==> src/design/lge_pkg.sv <==
// Shared constants, types and the B3/S23 rule for the Life generation engine.
package lge_pkg;

  localparam int DEF_MAX_ROWS = 64;
  localparam int DEF_MAX_COLS = 64;
  localparam int CFG_W        = 7;
  localparam int CFG_IDX_W    = 1;
  localparam int COUNT_W      = 13;
  localparam int OP_W         = 2;
  localparam int IDX_W        = 6;
  localparam int MIN_SIZE     = 3;
  localparam int BIRTH_N      = 3;
  localparam int SURVIVE_N    = 2;

  localparam logic [CFG_W-1:0] CFG_RESET = CFG_W'(64);

  localparam logic [CFG_IDX_W-1:0] CFG_ROWS = 1'b0;
  localparam logic [CFG_IDX_W-1:0] CFG_COLS = 1'b1;

  localparam logic [OP_W-1:0] OP_WRITE   = 2'd0;
  localparam logic [OP_W-1:0] OP_READ    = 2'd1;
  localparam logic [OP_W-1:0] OP_ADVANCE = 2'd2;

  // outcome of one cell update
  typedef struct packed {
    logic nxt;
    logic born;
    logic died;
  } cell_upd_t;

  function automatic logic life_rule(input logic old, input logic [3:0] n);
    life_rule = old ? (n == 4'(SURVIVE_N) || n == 4'(BIRTH_N)) : (n == 4'(BIRTH_N));
  endfunction

endpackage

==> src/design/lge_window.sv <==
// 3x3 neighbourhood around one column of three held rows, with column wrap.
module lge_window import lge_pkg::*; #(
  parameter int MAX_COLS = DEF_MAX_COLS
) (
  input  logic [MAX_COLS-1:0]         up,
  input  logic [MAX_COLS-1:0]         cur,
  input  logic [MAX_COLS-1:0]         down,
  input  logic [$clog2(MAX_COLS)-1:0] col,
  input  logic [$clog2(MAX_COLS)-1:0] last_col,
  output cell_upd_t                   upd
);

  localparam int CIW = $clog2(MAX_COLS);

  logic [CIW-1:0] left;
  logic [CIW-1:0] right;
  logic [3:0]     n;
  logic           old;

  // wrap column neighbours at the size in use
  assign left  = (col == '0) ? last_col : col - CIW'(1);
  assign right = (col == last_col) ? '0 : col + CIW'(1);

  // count live neighbours and apply the rule
  always_comb begin
    n = 4'(up[left]) + 4'(up[col]) + 4'(up[right])
      + 4'(cur[left]) + 4'(cur[right])
      + 4'(down[left]) + 4'(down[col]) + 4'(down[right]);
    old      = cur[col];
    upd.nxt  = life_rule(old, n);
    upd.born = !old && upd.nxt;
    upd.died = old && !upd.nxt;
  end

endmodule

==> config.mk <==
export PLATFORM = sky130hd
export DESIGN_NAME = lge_window
export DESIGN_NICKNAME = d
export VERILOG_FILES = /design/src/design/lge_pkg.sv /design/src/design/lge_window.sv
export SDC_FILE = /design/constraint.sdc
export NUM_CORES = 1
export LEC_CHECK = 0
export BUFFER_PORTS_ARGS = -buffer_cell sky130_fd_sc_hd__buf_2
export CAP_MARGIN = 10
export CORE_UTILIZATION = 26
export DETAILED_ROUTE_END_ITERATION = 10
export PLACE_DENSITY = 0.49
export SLEW_MARGIN = 25
export SYNTH_ARGS = -nofsm -noshare
export SYNTH_HDL_FRONTEND = slang
export SYNTH_SLANG_ARGS = --single-unit
==> constraint.sdc <==
create_clock -name vclk -period 16.9
set_input_delay 0.845 -clock vclk [all_inputs]
set_output_delay 0.845 -clock vclk [all_outputs]
set_load 0.05 [all_outputs]
==> reports/results.tsv <==
stage	metric	value	unit
status	outcome	completed	
global_route	number of global-route vias before repair	6945	
global_route	total gr overflow	0	
sta	Max Clk Rate	0.110	GHz
power_and_ir_drop	PD cells	49.5	nW/µm²
power_and_ir_drop	Leakage Power	2.72	nW
worst_setup_path	Worst EP required	16060	ps
drt	DR vias/cell	6.18	
global_route	Overall Global Routing Usage	0.246	
floorplan	starting density of the core	0.267	
drt	Routed Antenna Nets	0	
global_route	global-route wire length before repair	41900	µm
global_route	largest net degree at the start of global routing	71	
layout	Antenna Cells	0	
sta	measured slew at the worst slew-check pin	1100	ps
sta	max-slew violation count	0	
worst_setup_path	Crit Path Class	in2out	
clock_network	postcts setup bufs	0	
layout	Seq Cell Count	0	
drt	via count	6976	
worst_setup_path	crit path max fanout	54	
place	Routability Congestion	0.866	
sta	Final Cycle Share	0.540	
place	Final HPWL DP	20500	µm
drt	final WL	28000	µm
yosys	Netlist cell types	63	
layout	Synth-to-Final Area Change	19.2	%
floorplan	Die Span X	149	µm
worst_setup_path	Worst setup EP type	output pin	
place	I/O Buffers	207	
yosys	share of the synthesized area in the top cell type	0.332	
clock_network	CTS resizes	0	
layout	Final Non-Filler Cells	1129	
yosys	Seq/Total Area, Yosys	0	
yosys	Syn Area/Cell	7.92	µm²
layout	register area	0	µm²
sta	minimum clock period	9120	ps
floorplan	IO Count	207	
min_path	HP Class	in2out	
layout	filler cell count	2329	
yosys	Area contributors post-synth	mux4_2 (33%), nand2_1 (11%), mux2i_1 (5.9%)	
sta	setup TNS	0	ps
drt	wire per inst	24.8	µm
drt	Pre-antenna DRT Iters	5	
sta	Hold Fails Final Rpt	0	
layout	layout clock buffer count	0	
drt	Starting DRT DRC Count	655	
yosys	Synthesis Warnings	0	
floorplan	# rows	53	
drt	Residual DRC	0	
global_route	initial antenna violation count	0	
run	Max-Cap Viols	0	
sta	RSZ-0062 raised after global routing	false	
floorplan	die height	149	µm
yosys	syn nets	925	
floorplan	full die area	22300	µm²
layout	Multi-input gate area	5220	µm²
yosys	Yosys top cell by area	mux4_2	
clock_network	Hold Buf Count CTS	0	
yosys	Synth Cell Area	5640	µm²
sta	# setup viols final	0	
worst_setup_path	Worst Setup Start Kind	input pin	
yosys	Post-Syn Instances	712	
sta	relative slew slack	0.264	
layout	fin nets	1069	
layout	share of cells above drive strength 1	0.381	
worst_setup_path	crit path DAT	8280	ps
place	placed cell count	1128	
floorplan	core area	21200	µm²
power_and_ir_drop	VDD IR-drop max	0.0939	mV
[routing by layer]
metal / part of all wire / GRT usage
met5: 0 / 0
met2: 0.48 / 0.419
met4: 0.027 / 0.0658
met3: 0.076 / 0.0168
met1: 0.42 / 0.335
[layout make-up]
| cell class | count | share of cell area |
|---|---|---|
| repair buffers | 219 | 0.168 |
| well taps | 275 | 0.0512 |
| inverters | 8 | 0.00447 |
| multi-input cells | 627 | 0.776 |
[logic make-up after synthesis]
logic type               share of synthesized area
XOR/XNOR                                    0.0215
buffers and inverters                       0.0759
AO/OA/AOI/OAI                                0.260
adder cells (fa/ha/maj)                     0.0253
AND/OR/NAND/NOR                              0.215
multiplexers                                 0.402
[worst paths after layout]
path | startpoint | endpoint | slack (ps) | depth (start not counted)
setup / recovery | col[0] | upd[1] | 7780 | 23
hold / removal | col[5] | upd[1] | 2540 | 4
[placed cells by master, fill, tap and decap left out, types with 3 or more instances in the layout]
master / Yosys / routed
nor2_1: 19 / 19
a2111oi_0: 3 / 3
nand3_1: 31 / 31
inv_1: 7 / 7
o22ai_1: 6 / 6
buf_2: 35 / 206
nor2b_1: 3 / 3
a311oi_1: 10 / 10
xor2_1: 5 / 5
buf_4: 7 / 12
nand2b_1: 4 / 4
fa_1: 4 / 4
a21oi_1: 39 / 39
a31oi_1: 44 / 44
o2111ai_1: 3 / 3
and3_1: 23 / 23
nand2_1: 165 / 164
a211oi_1: 28 / 28
xnor2_1: 7 / 7
a2bb2oi_1: 3 / 3
mux4_2: 83 / 83
and4_1: 3 / 3
and2_1: 4 / 3
mux2_2: 6 / 6
o211ai_1: 6 / 6
a22oi_1: 15 / 15
a221oi_1: 12 / 12
nor3_1: 6 / 6
o21ai_0: 20 / 20
ha_1: 5 / 4
o311ai_0: 3 / 3
mux2i_1: 33 / 33
nand4_1: 3 / 3
[report_power, final]
part / internal [W] / switching, W / total, W
Clock: 0 / 0 / 0
Combinational: 0.000130 / 0.000203 / 0.000333
Sequential: 0 / 0 / 0
[synth_stat cells, drive strengths merged (6+ instances only)]
cell type    n
mux2i       33
and3        23
a211oi      28
a21oi       40
mux2         6
nand3       31
a311oi      10
nor2        20
xor2         6
clkbuf      27
o211ai       6
a31oi       44
a22oi       15
inv          8
mux4        83
buf         50
o21ai       23
a221oi      12
xnor2        7
nor3         6
o22ai        6
nand2      166
[critical path, stage by stage]
cell      delay [ps]
buf_4            350
inv_2            710
ha_2             350
nand2b_1         140
o21ai_2          850
nand2_2          600
buf_4            460
a211oi_1         290
a31oi_1           60
a31oi_1          210
nand3_1          110
and4_1           260
fa_1             540
inv_1             60
fa_1             450
fa_1             490
inv_1             40
ha_1             200
fa_1             440
o21ai_0          160
nand2_1          130
nor3b_1          190
buf_2            290
[metrics by stage]
| stage | hold WS, ps | cell area, µm² | util | setup slack (ps) | power [W] |
|---|---|---|---|---|---|
| after floorplan | 2290 | 5640 | - | 8880 | 0.000224 |
| after global placement | 2550 | 6710 | 0.317 | 8020 | 0.000324 |
| after detailed placement | 2550 | 6710 | 0.317 | 7830 | 0.000326 |
| after CTS | 2550 | 6710 | 0.317 | 7840 | 0.000328 |
| after global routing | 2580 | 6720 | 0.318 | 7210 | 0.000361 |
| final | 2540 | 6720 | 0.318 | 7780 | 0.000333 |
No activity file was read; power rests on OpenSTA's default activity.
